**src/sv/combined_tausworthe_rng_defines.svh**
```systemverilog
// assertion macros for the combined tausworthe generator
// used by the top level only, no other dependencies
`ifndef COMBINED_TAUSWORTHE_RNG_DEFINES_SVH
`define COMBINED_TAUSWORTHE_RNG_DEFINES_SVH

// same-cycle implication, checked outside reset
`define CTAUS_ASSERT_IMP(label, clk, rst_n, ante, cons) \
  label: assert property (@(posedge clk) disable iff (!(rst_n)) (ante) |-> (cons)) \
    else $error("ctaus check failed");

// next-cycle implication, checked outside reset
`define CTAUS_ASSERT_NXT(label, clk, rst_n, ante, cons) \
  label: assert property (@(posedge clk) disable iff (!(rst_n)) (ante) |=> (cons)) \
    else $error("ctaus check failed");

`endif

```
**src/sv/ctaus_pkg.sv**
```systemverilog
// shared types, constants and the component update function
// no dependencies; imported by all ctaus modules
`timescale 1ns / 1ps

package ctaus_pkg;

  localparam int unsigned WordW  = 32;
  localparam int unsigned LimitW = 31;
  localparam int unsigned DataW  = 32;

  // divider runs one quotient bit per step
  localparam int unsigned DivSteps = WordW;
  localparam int unsigned CntW     = $clog2(DivSteps);

  // queue between front and back
  localparam int unsigned QDepth = 2;
  localparam int unsigned QPtrW  = $clog2(QDepth);
  localparam int unsigned QCntW  = $clog2(QDepth + 1);

  // component reset values
  localparam logic [WordW-1:0] CompAReset = 32'd2;
  localparam logic [WordW-1:0] CompBReset = 32'd8;
  localparam logic [WordW-1:0] CompCReset = 32'd32;

  // component masks and shift amounts
  localparam logic [WordW-1:0] MaskA = 32'hFFFF_FFFE;
  localparam logic [WordW-1:0] MaskB = 32'hFFFF_FFF8;
  localparam logic [WordW-1:0] MaskC = 32'hFFFF_FFF0;

  localparam int unsigned ShAa = 13;
  localparam int unsigned ShAb = 19;
  localparam int unsigned ShAd = 12;
  localparam int unsigned ShBa = 2;
  localparam int unsigned ShBb = 25;
  localparam int unsigned ShBd = 4;
  localparam int unsigned ShCa = 3;
  localparam int unsigned ShCb = 11;
  localparam int unsigned ShCd = 17;

  // one pending reduction: combined word and its limit
  typedef struct packed {
    logic [WordW-1:0]  word;
    logic [LimitW-1:0] limit;
  } ctaus_job_t;

  // front to queue
  typedef struct packed {
    logic       push;
    ctaus_job_t job;
  } ctaus_push_t;

  // queue status toward front, back and checks
  typedef struct packed {
    logic full;
    logic empty;
  } ctaus_qstat_t;

  // back status
  typedef struct packed {
    logic pop;
    logic busy;
  } ctaus_bstat_t;

  typedef enum logic [1:0] {
    BK_IDLE,
    BK_RUN,
    BK_HOLD
  } ctaus_bk_state_e;

  // s = ((s & m) << d) ^ (((s << a) ^ s) >> b), logical shifts
  function automatic logic [WordW-1:0] taus_adv(input logic [WordW-1:0] s,
                                                input logic [WordW-1:0] m,
                                                input int unsigned a,
                                                input int unsigned b,
                                                input int unsigned d);
    logic [WordW-1:0] fb;
    fb = ((s << a) ^ s) >> b;
    return ((s & m) << d) ^ fb;
  endfunction

endpackage

```
**src/sv/ctaus_front.sv**
```systemverilog
// front end: takes request words and advances the three components
// depends on ctaus_pkg; pushes jobs into ctaus_queue
`timescale 1ns / 1ps

module ctaus_front
  import ctaus_pkg::*;
(
  input  logic             clk_i,
  input  logic             rst_ni,
  input  logic             s_axis_tvalid_i,
  output logic             s_axis_tready_o,
  input  logic [DataW-1:0] s_axis_tdata_i,   // [30:0] limit
  input  ctaus_qstat_t     qstat_i,
  output ctaus_push_t      push_o
);

  logic [WordW-1:0] comp_a_q, comp_a_d;
  logic [WordW-1:0] comp_b_q, comp_b_d;
  logic [WordW-1:0] comp_c_q, comp_c_d;
  logic             take;

  // accept whenever the queue has room
  assign s_axis_tready_o = !qstat_i.full;
  assign take            = s_axis_tvalid_i && !qstat_i.full;

  // next component states
  always_comb begin
    comp_a_d = taus_adv(comp_a_q, MaskA, ShAa, ShAb, ShAd);
    comp_b_d = taus_adv(comp_b_q, MaskB, ShBa, ShBb, ShBd);
    comp_c_d = taus_adv(comp_c_q, MaskC, ShCa, ShCb, ShCd);
  end

  // job toward the queue
  always_comb begin
    push_o.push      = take;
    push_o.job.word  = comp_a_d ^ comp_b_d ^ comp_c_d;
    push_o.job.limit = s_axis_tdata_i[LimitW-1:0];
  end

  // component state, advanced once per accepted word
  always_ff @(posedge clk_i or negedge rst_ni) begin
    if (!rst_ni) begin
      comp_a_q <= CompAReset;
      comp_b_q <= CompBReset;
      comp_c_q <= CompCReset;
    end else if (take) begin
      comp_a_q <= comp_a_d;
      comp_b_q <= comp_b_d;
      comp_c_q <= comp_c_d;
    end
  end

endmodule

```
**src/sv/ctaus_queue.sv**
```systemverilog
// short job queue between front and back
// depends on ctaus_pkg
`timescale 1ns / 1ps

module ctaus_queue
  import ctaus_pkg::*;
(
  input  logic         clk_i,
  input  logic         rst_ni,
  input  ctaus_push_t  push_i,
  input  logic         pop_i,
  output ctaus_job_t   job_o,
  output ctaus_qstat_t qstat_o
);

  ctaus_job_t       mem_q [QDepth];
  logic [QPtrW-1:0] wr_ptr_q, wr_ptr_d;
  logic [QPtrW-1:0] rd_ptr_q, rd_ptr_d;
  logic [QCntW-1:0] cnt_q, cnt_d;
  logic             do_push;
  logic             do_pop;

  assign qstat_o.full  = (cnt_q == QCntW'(QDepth));
  assign qstat_o.empty = (cnt_q == '0);
  assign do_push       = push_i.push && !qstat_o.full;
  assign do_pop        = pop_i && !qstat_o.empty;
  assign job_o         = mem_q[rd_ptr_q];

  // pointer and fill bookkeeping
  always_comb begin
    wr_ptr_d = wr_ptr_q;
    rd_ptr_d = rd_ptr_q;
    cnt_d    = cnt_q;
    if (do_push) begin
      wr_ptr_d = (wr_ptr_q == QPtrW'(QDepth - 1)) ? '0 : wr_ptr_q + 1'b1;
    end
    if (do_pop) begin
      rd_ptr_d = (rd_ptr_q == QPtrW'(QDepth - 1)) ? '0 : rd_ptr_q + 1'b1;
    end
    case ({do_push, do_pop})
      2'b10:   cnt_d = cnt_q + 1'b1;
      2'b01:   cnt_d = cnt_q - 1'b1;
      default: cnt_d = cnt_q;
    endcase
  end

  always_ff @(posedge clk_i or negedge rst_ni) begin
    if (!rst_ni) begin
      wr_ptr_q <= '0;
      rd_ptr_q <= '0;
      cnt_q    <= '0;
    end else begin
      wr_ptr_q <= wr_ptr_d;
      rd_ptr_q <= rd_ptr_d;
      cnt_q    <= cnt_d;
    end
  end

  // storage
  always_ff @(posedge clk_i) begin
    if (do_push) begin
      mem_q[wr_ptr_q] <= push_i.job;
    end
  end

endmodule

```
**src/sv/ctaus_back.sv**
```systemverilog
// back end: bit-serial restoring modulo and the result register
// depends on ctaus_pkg; pops jobs from ctaus_queue
`timescale 1ns / 1ps

module ctaus_back
  import ctaus_pkg::*;
(
  input  logic             clk_i,
  input  logic             rst_ni,
  input  ctaus_job_t       job_i,
  input  ctaus_qstat_t     qstat_i,
  output ctaus_bstat_t     bstat_o,
  output logic             m_axis_tvalid_o,
  input  logic             m_axis_tready_i,
  output logic [DataW-1:0] m_axis_tdata_o    // [30:0] value
);

  ctaus_bk_state_e   state_q, state_d;
  logic [WordW-1:0]  dvd_q;
  logic [LimitW-1:0] rem_q;
  logic [LimitW-1:0] lim_q;
  logic [CntW-1:0]   cnt_q;
  logic [WordW-1:0]  trial;
  logic [WordW-1:0]  diff;
  logic              ge;
  logic [LimitW-1:0] rem_nxt;
  logic              last_step;
  logic              pop;

  // one restoring step
  always_comb begin
    trial     = {rem_q, dvd_q[WordW-1]};
    ge        = (trial >= {1'b0, lim_q});
    diff      = trial - {1'b0, lim_q};
    rem_nxt   = ge ? diff[LimitW-1:0] : trial[LimitW-1:0];
    last_step = (cnt_q == CntW'(DivSteps - 1));
  end

  // next state
  always_comb begin
    state_d = state_q;
    case (state_q)
      BK_IDLE: begin
        if (!qstat_i.empty) state_d = BK_RUN;
      end
      BK_RUN: begin
        if (last_step) state_d = BK_HOLD;
      end
      BK_HOLD: begin
        if (m_axis_tready_i) state_d = BK_IDLE;
      end
      default: state_d = BK_IDLE;
    endcase
  end

  // outputs
  always_comb begin
    pop             = 1'b0;
    m_axis_tvalid_o = 1'b0;
    bstat_o.busy    = 1'b0;
    case (state_q)
      BK_IDLE: pop = !qstat_i.empty;
      BK_RUN:  bstat_o.busy = 1'b1;
      BK_HOLD: m_axis_tvalid_o = 1'b1;
      default: pop = 1'b0;
    endcase
    bstat_o.pop    = pop;
    m_axis_tdata_o = {{(DataW - LimitW){1'b0}}, rem_q};
  end

  always_ff @(posedge clk_i or negedge rst_ni) begin
    if (!rst_ni) begin
      state_q <= BK_IDLE;
      cnt_q   <= '0;
    end else begin
      state_q <= state_d;
      if (pop) begin
        cnt_q <= '0;
      end else if (state_q == BK_RUN) begin
        cnt_q <= cnt_q + 1'b1;
      end
    end
  end

  // divider datapath; a zero limit forces a zero result
  always_ff @(posedge clk_i) begin
    if (pop) begin
      dvd_q <= job_i.word;
      lim_q <= job_i.limit;
      rem_q <= '0;
    end else if (state_q == BK_RUN) begin
      dvd_q <= {dvd_q[WordW-2:0], 1'b0};
      if (last_step && (lim_q == '0)) begin
        rem_q <= '0;
      end else begin
        rem_q <= rem_nxt;
      end
    end
  end

endmodule

```
**src/sv/combined_tausworthe_rng.sv**
```systemverilog
// Combined three-component Tausworthe generator (taus88) with a modulo output.
// Each accepted word carries a 31-bit limit; the three 32-bit components advance
// at once, their xor is queued with the limit, and a bit-serial restoring divider
// returns the word modulo the limit (zero for a zero limit). The input side takes
// a word per cycle while the two-entry queue has room; in the back end each result
// passes through a load state, 32 divider steps of the one-bit-per-cycle divider
// and a result state, and the next word is loaded only after the result is taken.
// The result stays registered until taken.
// depends on ctaus_pkg, ctaus_front, ctaus_queue, ctaus_back and the defines header
`timescale 1ns / 1ps
`include "combined_tausworthe_rng_defines.svh"

module combined_tausworthe_rng
  import ctaus_pkg::*;
(
  input  logic             clk_i,
  input  logic             rst_ni,
  input  logic             s_axis_tvalid_i,
  output logic             s_axis_tready_o,
  input  logic [DataW-1:0] s_axis_tdata_i,   // [30:0] limit
  output logic             m_axis_tvalid_o,
  input  logic             m_axis_tready_i,
  output logic [DataW-1:0] m_axis_tdata_o    // [30:0] value
);

  ctaus_push_t  push;
  ctaus_qstat_t qstat;
  ctaus_bstat_t bstat;
  ctaus_job_t   job;

  // request intake and component state
  ctaus_front u_front (
    .clk_i           (clk_i),
    .rst_ni          (rst_ni),
    .s_axis_tvalid_i (s_axis_tvalid_i),
    .s_axis_tready_o (s_axis_tready_o),
    .s_axis_tdata_i  (s_axis_tdata_i),
    .qstat_i         (qstat),
    .push_o          (push)
  );

  // job queue
  ctaus_queue u_queue (
    .clk_i   (clk_i),
    .rst_ni  (rst_ni),
    .push_i  (push),
    .pop_i   (bstat.pop),
    .job_o   (job),
    .qstat_o (qstat)
  );

  // modulo reduction and result register
  ctaus_back u_back (
    .clk_i           (clk_i),
    .rst_ni          (rst_ni),
    .job_i           (job),
    .qstat_i         (qstat),
    .bstat_o         (bstat),
    .m_axis_tvalid_o (m_axis_tvalid_o),
    .m_axis_tready_i (m_axis_tready_i),
    .m_axis_tdata_o  (m_axis_tdata_o)
  );

  // checks
  `CTAUS_ASSERT_IMP(a_no_overflow, clk_i, rst_ni, push.push, !qstat.full)
  `CTAUS_ASSERT_IMP(a_no_underflow, clk_i, rst_ni, bstat.pop, !qstat.empty)
  `CTAUS_ASSERT_NXT(a_pop_starts_run, clk_i, rst_ni, bstat.pop, bstat.busy && !m_axis_tvalid_o)
  `CTAUS_ASSERT_IMP(a_busy_no_result, clk_i, rst_ni, bstat.busy, !m_axis_tvalid_o && !bstat.pop)

endmodule

```
**config.mk**
```make
export PLATFORM = sky130hd
export DESIGN_NAME = combined_tausworthe_rng
export DESIGN_NICKNAME = d
export VERILOG_FILES = /design/src/sv/ctaus_pkg.sv /design/src/sv/ctaus_front.sv /design/src/sv/ctaus_queue.sv /design/src/sv/ctaus_back.sv /design/src/sv/combined_tausworthe_rng.sv
export VERILOG_INCLUDE_DIRS = /design/src /design/src/sv
export SDC_FILE = /design/constraint.sdc
export NUM_CORES = 1
export LEC_CHECK = 0
export ABC_AREA = 1
export BUFFER_PORTS_ARGS = -buffer_cell sky130_fd_sc_hd__buf_4
export CORE_AREA = 2 2 171 173
export DETAILED_ROUTE_END_ITERATION = 7
export DIE_AREA = 0 0 173 175
export MAX_ROUTING_LAYER = met4
export PLACE_DENSITY = 0.71
export SYNTH_ARGS = -nofsm -noshare
export SYNTH_HDL_FRONTEND = slang
export SYNTH_SLANG_ARGS = --single-unit
```
**constraint.sdc**
```tcl
create_clock -name clk_i -period 4 [get_ports clk_i]
set_input_delay 0 -clock clk_i [delete_from_list [all_inputs] [get_ports clk_i]]
set_output_delay 0 -clock clk_i [all_outputs]
set_load 0.005 [all_outputs]
```
==> impl_metrics.ini, run 1 <==
[cells_and_area]
stdcell_count = 2244
layout_common_cells = nand2_1, inv_1, edfxtp_1
drive_gt1_share_pct = 9.68
n_antenna_cell = 0
syn2layout_area_growth_pct = 14.9
fillers = 2403
final_common_cell = nand2_1
fin_nets = 1906

[power_and_ir_drop]
p_clk_share_pct = 18.2
powerDensity_nw_per_um2 = 977
p_sw_w = 0.00740
p_int_w = 0.0102
ir_worst_vdd_uv = 547
p_sw_share_pct = 42.1
seqPwrFrac_pct = 36.3
power_frac_comb_pct = 45.6
p_leak_nw = 8.45
power.total_w = 0.0176

[grt]
grt-ovfl-total = 0
grt_antenna_before_repair = 0
grt_pass1_wl_um = 58600
grt_max_degree = 89
grt_pass1_vias = 11100
grt_usage_pct = 25.4

[timing]
hold_slack_ps = 23.8
min_period_over_period_pct = 72.0
tightest_slew_ps = 995
slew_headroom_pct = 33.7
hold_viol = 0
period_needed_ps = 2880
setup_viol = 0
rsz0062_at_grt = no
fin_tns_setup_ps = 0
fin_skew_ps = 19.2
slew_violations = 0
fmax_ghz = 0.347

[drt]
finalWirelength_um = 36600
antenna_left = 0
route.vias.total = 11500
drt_first_pass_iters = 5
drtIter0Drc = 861
via_per_inst = 5.10
drc = 0
wl_per_cell_um = 16.3

[floorplan]
die_w_um = 173
io_pins = 70
start_util_pct = 55.1
row_count = 62
die_h_um = 175
design.core.area_um2 = 28400
die_area_um2 = 30300

[clock_tree]
clkTransAtPathRegs_ps = 60
cts_buffers = 34
clock_latency_ps = 530
cts_tree = built
cts_resized = 0
cts_sinks = 319
cts_max_level = 2
cts_root_buffer = clkbuf_16
cts_max_path_buffers = 3
post_cts_buffers = 0

[yosys]
synth_top_area_share_pct = 36.3
syn_inst = 1742
ys_ff_latch = 319
ys_seq_area_share_pct = 56.1
netlist_area_um2 = 15700
synth-warning-count = 0
synth_area_leaders = edfxtp_1, dfrtp_1, nand2_1, inv_1, dfxtp_1
synth.distinct_cells = 40
avgSynthCellArea_um2 = 8.99
synth_area_leader_cell = edfxtp_1
synthesis.nets = 1813

[outcome]
status = finished, final reports clean

[critical_path]
cp.required_ps = 4450
startpoint_type = flop
cpPeakStageDelay_ps = 450
arrival_ps = 3320
critPathMaxFanout = 26
crit_slowest_cell = fa_1
crit_top_cell = nand2_2
end_kind = flop
setup.worst_path.class = flop to flop
cp_cell_sequence = inv_1 -> ha_1 -> inv_1 -> fa_1 -> nand2_1 -> nand2_1 -> nand3_2 -> nand2_2 -> nand2_2 -> nand3_2 -> nand2_2 -> buf_4 -> a21oi_1 -> o21ai_0

[placement]
dp_hpwl_um = 25300
dp_cells = 2150
place.gp.congestion = 0.921
port_buffers = 67

[run]
cap_viol_max_count = 0

[hold_path]
min-delay-path-class = primary input to flop
-- timing repair --
item | in CTS | in global routing
endpoints found under the hold margin | 126 | 0
hold buffers | 33 | 0
endpoints found under the setup margin | 0 | 0
-- registers in the layout, summed over array words and instances (netlist names) --
register          flops
u_queue.cnt_q         2
u_queue.wr_ptr_q      1
u_front.comp_b_q     29
u_queue.mem_q       126
u_back.dvd_q         32
u_front.comp_c_q     28
u_back.rem_q         31
u_back.lim_q         31
u_back.cnt_q          5
u_back.state_q        2
u_queue.rd_ptr_q      1
u_front.comp_a_q     31
-- power by group through the flow --
stage,clock (W),combinational [W],sequential (W)
after global routing,0.00338,0.00901,0.00652
final,0.00319,0.00801,0.00637
after global placement,0,0.00772,0.00638
after CTS,0.00325,0.00800,0.00636
after detailed placement,0,0.00791,0.00642
after floorplan,0,0.00574,0.00617
-- final timing paths --
| kind | start | end | slack (ps) | cells past startpoint |
|---|---|---|---|---|
| max | u_back.dvd_q[31] | u_back.rem_q[11] | 1120 | 14 |
| min | s_axis_tvalid_i | u_queue.cnt_q[0] | 20 | 4 |
| max reg2reg | u_back.dvd_q[31] | u_back.rem_q[11] | 1120 | 14 |
| min reg2reg | u_back.rem_q[30] | u_back.rem_q[30] | 500 | 2 |
| max in group asynchronous | rst_ni | u_front.comp_b_q[3] | 2880 | 3 |
| min in group asynchronous | rst_ni | u_front.comp_a_q[28] | 100 | 2 |
-- cell type report --
| cell class | instances | area [um^2] | area share, % |
|---|---|---|---|
| clock inverter | 20 | 226 | 1.26 |
| sequential | 319 | 8780 | 48.8 |
| inverter | 219 | 822 | 4.57 |
| clock buffer | 41 | 908 | 5.05 |
| multi-input combinational | 1145 | 5790 | 32.2 |
| timing repair buffer | 116 | 978 | 5.44 |
| tap | 384 | 480 | 2.67 |
-- routing by layer --
layer | GRT usage [%] | part of all wire [%] | wire length (um) | vias up
li1 | - | - | - | 5719
met1 | 33.7 | 45 | 16500 | 5400
met2 | 40.9 | 48 | 17500 | 268
met3 | 3.00 | 4.3 | 1580 | 63
met4 | 8.37 | 2.8 | 1030 | 0
met5 | - | 0 | 0 | -
-- cells in the mapped netlist --
| master | n |
|---|---|
| a21oi_1 | 19 |
| a21oi_2 | 5 |
| a22o_1 | 1 |
| a31oi_1 | 31 |
| a32o_1 | 1 |
| and2_1 | 8 |
| buf_1 | 3 |
| buf_12 | 1 |
| buf_2 | 10 |
| buf_4 | 5 |
| buf_6 | 3 |
| clkbuf_1 | 37 |
| clkinv_1 | 1 |
| conb_1 | 1 |
| dfrtp_1 | 96 |
| dfstp_2 | 3 |
| dfxtp_1 | 31 |
| edfxtp_1 | 189 |
| fa_1 | 1 |
| ha_1 | 34 |
| inv_1 | 215 |
| inv_2 | 3 |
| nand2_1 | 635 |
| nand2_2 | 9 |
| nand3_1 | 71 |
| nand3_2 | 10 |
| nand3b_1 | 13 |
| nand4_1 | 12 |
| nor2_1 | 82 |
| nor2_2 | 3 |
| nor2_4 | 3 |
| nor3_1 | 4 |
| nor4_1 | 5 |
| o21ai_0 | 69 |
| o21ai_1 | 7 |
| o21bai_1 | 1 |
| o31ai_1 | 1 |
| or2_2 | 1 |
| xnor2_1 | 49 |
| xor2_1 | 69 |
-- kinds of logic after synthesis --
group                    Yosys count  share of synthesized area (%)
AO/OA/AOI/OAI                    135                           4.77
buffers and inverters            278                           7.11
other                              1                         0.0240
XOR/XNOR                         118                           6.60
flip-flops                       319                           56.1
adder cells (fa/ha/maj)           35                           2.85
AND/OR/NAND/NOR                  856                           22.6
-- worst max-delay path, delay by kind of cell, from the launching register on --
kind	cells	cell delay (ps)
AOI/OAI and AO/OA	2	380
and+or+nand+nor	7	800
DFF	1	360
adders and majority gates	2	620
buffers and inverters	3	620
-- metrics by stage --
| step | area (um^2) | util (%) | setup slack, ps |
|---|---|---|---|
| floorplan | 15700 | - | 60.0 |
| global placement | 16500 | 58.2 | 1270 |
| detailed placement | 16500 | 58.2 | 1190 |
| CTS | 18000 | 63.4 | 1170 |
| global route | 18000 | 63.4 | 871 |
| finish | 18000 | 63.4 | 1120 |
Power figures use the tool's default switching activity.
==> run 2, diff against run 1 <==
Settings changed: ABC_AREA 1 to 0, CORE_AREA 2 2 171 173 to 2 2 165 167, DIE_AREA 0 0 173 175 to 0 0 167 169, PLACE_DENSITY 0.71 to 0.72.
Clock period 4 ns to 2.5 ns, I/O delays scaled along.
==> impl_metrics.ini, run 2 <==
[grt]
grt_antenna_before_repair = 0
grt_pass1_wl_um = 52400
grt_max_degree = 109
grt_usage_pct = 24.6
grt-ovfl-total = 0
grt_pass1_vias = 9589

[timing]
hold_slack_ps = 74.1
setup_viol = 31
rsz0062_at_grt = yes
fmax_ghz = 0.367
period_needed_ps = 2720
slew_headroom_pct = 44.1
fin_skew_ps = 17.0
tightest_slew_ps = 836
hold_viol = 0
layout_setup_ws_ps = -221
min_period_over_period_pct = 109
slew_violations = 0

[run]
cap_viol_max_count = 0

[critical_path]
end_kind = flop
endpoint = u_back.rem_q[26]
cp_cell_sequence = ha_4 -> inv_2 -> fa_2 -> a211oi_2 -> o21a_1 -> a21o_1 -> a2111oi_4 -> nor3_2 -> o21a_1 -> or4_1 -> nand3_1
r2r_start = u_back.lim_q[0]
startpoint_type = flop
cpPeakStageDelay_ps = 440
crit_path_start = u_back.lim_q[0]
r2r-end = u_back.rem_q[26]
crit_top_cell = o21a_1
arrival_ps = 3160
crit_family = compound AO/OA/AOI/OAI gates
cp.required_ps = 2940
crit_buf_inv = 1
setup.worst_path.class = flop to flop
crit_slowest_cell = edfxtp_1
rrSetupSlack_ps = -220
reg2reg_depth = 11
critPathMaxFanout = 3
critical_path_cell_count = 11

[placement]
dp_slack_ps = -270
port_buffers = 67
dp_hpwl_um = 23300
place.gp.congestion = 0.931

[floorplan]
row_count = 60
die_area_um2 = 28200
io_pins = 70
die_h_um = 169
die_w_um = 167
design.core.area_um2 = 26500
start_util_pct = 55.0

[yosys]
synthesis.nets = 1204
post-synth-top-count-cell = edfxtp_1
syn_inst = 1133
synthFlopType = edfxtp_1
synth-warning-count = 0
synth_area_leaders = edfxtp_1, dfrtp_1, mux2_2, xnor2_1, dfxtp_1
avgSynthCellArea_um2 = 12.9
ys_seq_area_share_pct = 60.3
synth_top_area_share_pct = 39.0
synth_top_family_by_area = multiplexers
synth_compound_area_share_pct = 8.32
ys_ff_latch = 319
synth.distinct_cells = 59
postSynth.asyncResetShare_pct = 31.0
synthMuxAreaShare_pct = 11.2
yosys.area_share.adder_pct = 3.06
netlist_area_um2 = 14600
synth_area_leader_cell = edfxtp_1
synth_xor_area_share_pct = 8.00
yosys.area_share.simple_pct = 6.44
synth_edf_count = 189
synth_common_cells = edfxtp_1, xnor2_1, mux2_2, o21ai_0, nand2_1

[cells_and_area]
layout_common_cells = buf_4, edfxtp_1, xnor2_1
n_antenna_cell = 0
final_common_cell = buf_4
syn2layout_area_growth_pct = 25.6
reg_top3 = u_queue.mem_q (126), u_back.dvd_q (32)
drive_gt1_share_pct = 30.4
fin_util_pct = 69.0
fin_nets = 1436
largest_reg_flops = 126
largest_register = u_queue.mem_q

[hold_path]
min-delay-path-class = primary input to asynchronous set/reset pin

[drt]
finalWirelength_um = 34100
via_per_inst = 5.48
drt_first_pass_iters = 5
drc = 0
antenna_left = 0
wl_per_cell_um = 19.7
route.vias.total = 9492
drtIter0Drc = 737

[power_and_ir_drop]
powerDensity_nw_per_um2 = 1240
ir_worst_vdd_uv = 1030
p_leak_nw = 7.64
power.total_w = 0.0227

[clock_tree]
cts_tree = built
cts_max_level = 2
clock_latency_ps = 520
cts_sinks = 319
cts_root_buffer = clkbuf_16
cts_buffers = 35
clkTransAtPathRegs_ps = 60
cts_max_path_buffers = 3

[outcome]
violations = negative setup slack
status = complete, but fails checks
[run 2: changes by cell type after synthesis, moves of 12 or more]
cell	previous run	this run
mux2_2	0	101
xor2_1	69	26
a31oi_1	31	2
xnor2_1	49	107
nand3b_1	13	1
nand2_1	635	97
mux2i_1	0	50
nand3_1	71	16
nor2_1	82	22
o21ai_0	69	98
inv_1	215	43
a21oi_1	19	36
[run 2: per-stage QoR]
stage,cell area [um^2],std cells,TNS [ps]
final,18300,1732,-3570
after global placement,16400,1619,-4770
after global routing,18300,1732,-6580
after floorplan,14600,1133,-818
after detailed placement,16400,1619,-6150
after CTS,18100,1726,-3200
[run 2: kinds of logic after synthesis]
kind of cell / count (synthesis)
flops: 319
compound gates: 201
simple gates: 200
mux: 151
xor+xnor: 133
buf+inv: 93
fa+ha+maj: 35
other cells: 1
[run 2: how the worst min path moves through the flow]
stage                     startpoint              endpoint  cells past startpoint
final                         rst_ni   u_front.comp_c_q[9]                      3
after floorplan               rst_ni       u_back.cnt_q[0]                      0
after CTS                     rst_ni  u_front.comp_b_q[17]                      3
after global routing          rst_ni   u_front.comp_c_q[9]                      3
after global placement        rst_ni  u_front.comp_c_q[24]                      1
after detailed placement      rst_ni  u_front.comp_c_q[30]                      1
[run 2: final cells by class]
type,count,area (um^2)
clock buffers,46,917
clock inverters,17,196
fillers,1877,8200
inverters,43,169
multi-input cells,721,5730
flip-flops and latches,319,8780
well taps,341,427
repair buffers,245,2080
[run 2: where the power goes]
part	internal [W]	total, W	switching (W)
combinational	0.00487	0.00997	0.00511
clock	0.00293	0.00503	0.00210
sequential	0.00706	0.00767	0.000614
total	0.0149	0.0227	0.00782
[run 2: per-layer routing]
metal | global-route usage [%] | vias up | wire (um)
li1 | - | 4559 | -
met1 | 30.9 | 4656 | 14600
met2 | 42.0 | 222 | 17300
met3 | 3.37 | 55 | 1360
met4 | 7.20 | 0 | 865
met5 | - | - | 0
[run 2: tightest hold or removal path, delay by kind of cell]
kind | cells | cell delay (ps)
buffers and inverters | 3 | 1010
[run 2: repair_timing]
item | 4_1_cts | 5_1_grt
pin swaps | 22 | 18
hold endpoints to repair | 167 | 0
gates resized for setup | 52 | 32
setup buffers | 9 | 5
setup endpoints to repair | 31 | 31
gates cloned | 0 | 1
hold buffers | 35 | 0
==> run 3, diff against run 2 <==
Settings changed: CORE_AREA 2 2 165 167 to 2 2 162 164, CTS_BUF_LIST set to sky130_fd_sc_hd__clkbuf_8, DIE_AREA 0 0 167 169 to 0 0 164 166, PLACE_DENSITY 0.72 to 0.74.
==> impl_metrics.ini, run 3 (synthesis gave the netlist of run 2 again) <==
[outcome]
status = complete, but fails checks
violations = negative setup slack

[clock_tree]
clock_latency_ps = 590
cts_sinks = 319
cts_max_path_buffers = 3
clkTransAtPathRegs_ps = 60
cts_root_buffer = clkbuf_8
cts_max_level = 2
cts_tree = built
cts_buffers = 51

[timing]
fin_skew_ps = 17.9
hold_viol = 0
period_needed_ps = 2720
slew_headroom_pct = 52.4
slew_violations = 0
tightest_slew_ps = 713
setup_viol = 30
fmax_ghz = 0.367
layout_setup_ws_ps = -222
hold_slack_ps = 143
rsz0062_at_grt = yes
min_period_over_period_pct = 109

[power_and_ir_drop]
p_int_w = 0.0138
p_sw_share_pct = 35.1
p_leak_nw = 7.63
power.total_w = 0.0213
seqPwrFrac_pct = 36.2
power_frac_comb_pct = 43.9
p_sw_w = 0.00746
powerDensity_nw_per_um2 = 1180
ir_worst_vdd_uv = 645
p_clk_share_pct = 20.0

[hold_path]
min_to = u_queue.mem_q[1][15]
holdPathStages = 2
worstHoldStart = s_axis_tdata_i[15]
min-delay-path-class = primary input to flop

[cells_and_area]
layout_common_cells = buf_4, edfxtp_1, xnor2_1
largest_reg_flops = 126
reg_top3 = u_queue.mem_q (126), u_back.dvd_q (32)
syn2layout_area_growth_pct = 23.8
n_antenna_cell = 0
fin_util_pct = 70.4
largest_register = u_queue.mem_q
fin_nets = 1449
drive_gt1_share_pct = 29.8
fillers = 1827
final-seq-area_um2 = 8780
final_common_cell = buf_4
multiInputGateArea_um2 = 5640

[drt]
drt_first_pass_iters = 4
drc = 0
antenna_left = 0
finalWirelength_um = 33700
drtIter0Drc = 687
route.vias.total = 9633
via_per_inst = 5.49
wl_per_cell_um = 19.2

[critical_path]
r2r-end = u_back.rem_q[0]
reg2reg_depth = 19
critPathMaxFanout = 2
end_kind = flop
arrival_ps = 3250
setup.worst_path.class = flop to flop
startpoint_type = flop
r2r_start = u_back.dvd_q[31]
cp.required_ps = 3020
rrSetupSlack_ps = -220

[floorplan]
row_count = 59
die_w_um = 164
io_pins = 70
start_util_pct = 56.9
die_h_um = 166
die_area_um2 = 27200
design.core.area_um2 = 25600

[grt]
met1_usage_pct = 32.4
grt_busiest_layer = met2
grt-ovfl-total = 0
grt_pass1_vias = 10000
grt_antenna_before_repair = 0
grt_pass1_wl_um = 52600
grt_usage_pct = 26.0
use_met2_pct = 42.8
met3_usage_pct = 3.97
grt_max_degree = 109

[placement]
dp_hpwl_um = 22500
place.gp.congestion = 0.904
port_buffers = 67

[run]
cap_viol_max_count = 0
[run 3: worst max-delay path, stage by stage (launching register included)]
cell	delay (ps)
edfxtp_1	380
inv_2	70
buf_4	130
buf_4	120
buf_4	120
buf_4	120
buf_4	120
buf_4	120
buf_4	120
buf_4	120
buf_4	120
buf_4	130
buf_4	120
buf_4	120
buf_4	120
buf_4	120
buf_4	120
buf_4	120
mux2i_1	120
a22o_1	130
[run 3: layout make-up]
cell class              instances  area share [%]
clock buffers                  53            4.05
clock inverters                42            1.37
inverters                      43           0.937
multi-input cells             721            31.3
flip-flops and latches        319            48.7
well taps                     335            2.32
repair buffers                242            11.3
[run 3: power by group through the flow]
stage	Clock, W	Sequential [W]	Combinational [W]
2_1_floorplan	0	0.00761	0.00519
3_3_place_gp	0	0.00771	0.00838
3_5_place_dp	0	0.00775	0.00852
4_1_cts	0.00435	0.00767	0.00908
5_1_grt	0.00460	0.00780	0.0102
6_report	0.00425	0.00770	0.00935
[run 3: how the worst max path moves through the flow]
stage	from	end	slack, ps
after floorplan	u_back.dvd_q[31]	u_back.rem_q[18]	-50
after global placement	u_back.lim_q[17]	u_back.rem_q[27]	-220
after detailed placement	u_back.dvd_q[31]	u_back.rem_q[20]	-180
after CTS	u_back.dvd_q[31]	u_back.rem_q[12]	-140
after global routing	u_back.dvd_q[31]	u_back.rem_q[16]	-360
final	u_back.dvd_q[31]	u_back.rem_q[0]	-220
[run 3: timing repair]
action,4_1_cts,5_1_grt
buffers inserted,24,5
hold buffers,36,0
setup endpoints to repair,31,31
resized for setup,24,28
hold endpoints to repair,162,0
cloned,1,0
pin swaps,16,7
[run 3: layer usage]
metal / vias to the layer above / wire length (um)
met4: 0 / 1180
met5: - / 0
li1: 4616 / -
met1: 4726 / 14200
met2: 213 / 17000
met3: 78 / 1300
[run 3: stage by stage]
stage / setup slack [ps] / cell area [um^2] / std cells / TNS (ps)
2_1_floorplan: -48.0 / 14600 / 1133 / -818
3_3_place_gp: -217 / 16300 / 1597 / -2850
3_5_place_dp: -182 / 16300 / 1597 / -3610
4_1_cts: -140 / 17900 / 1751 / -2260
5_1_grt: -364 / 18000 / 1755 / -9400
6_report: -222 / 18000 / 1755 / -4370
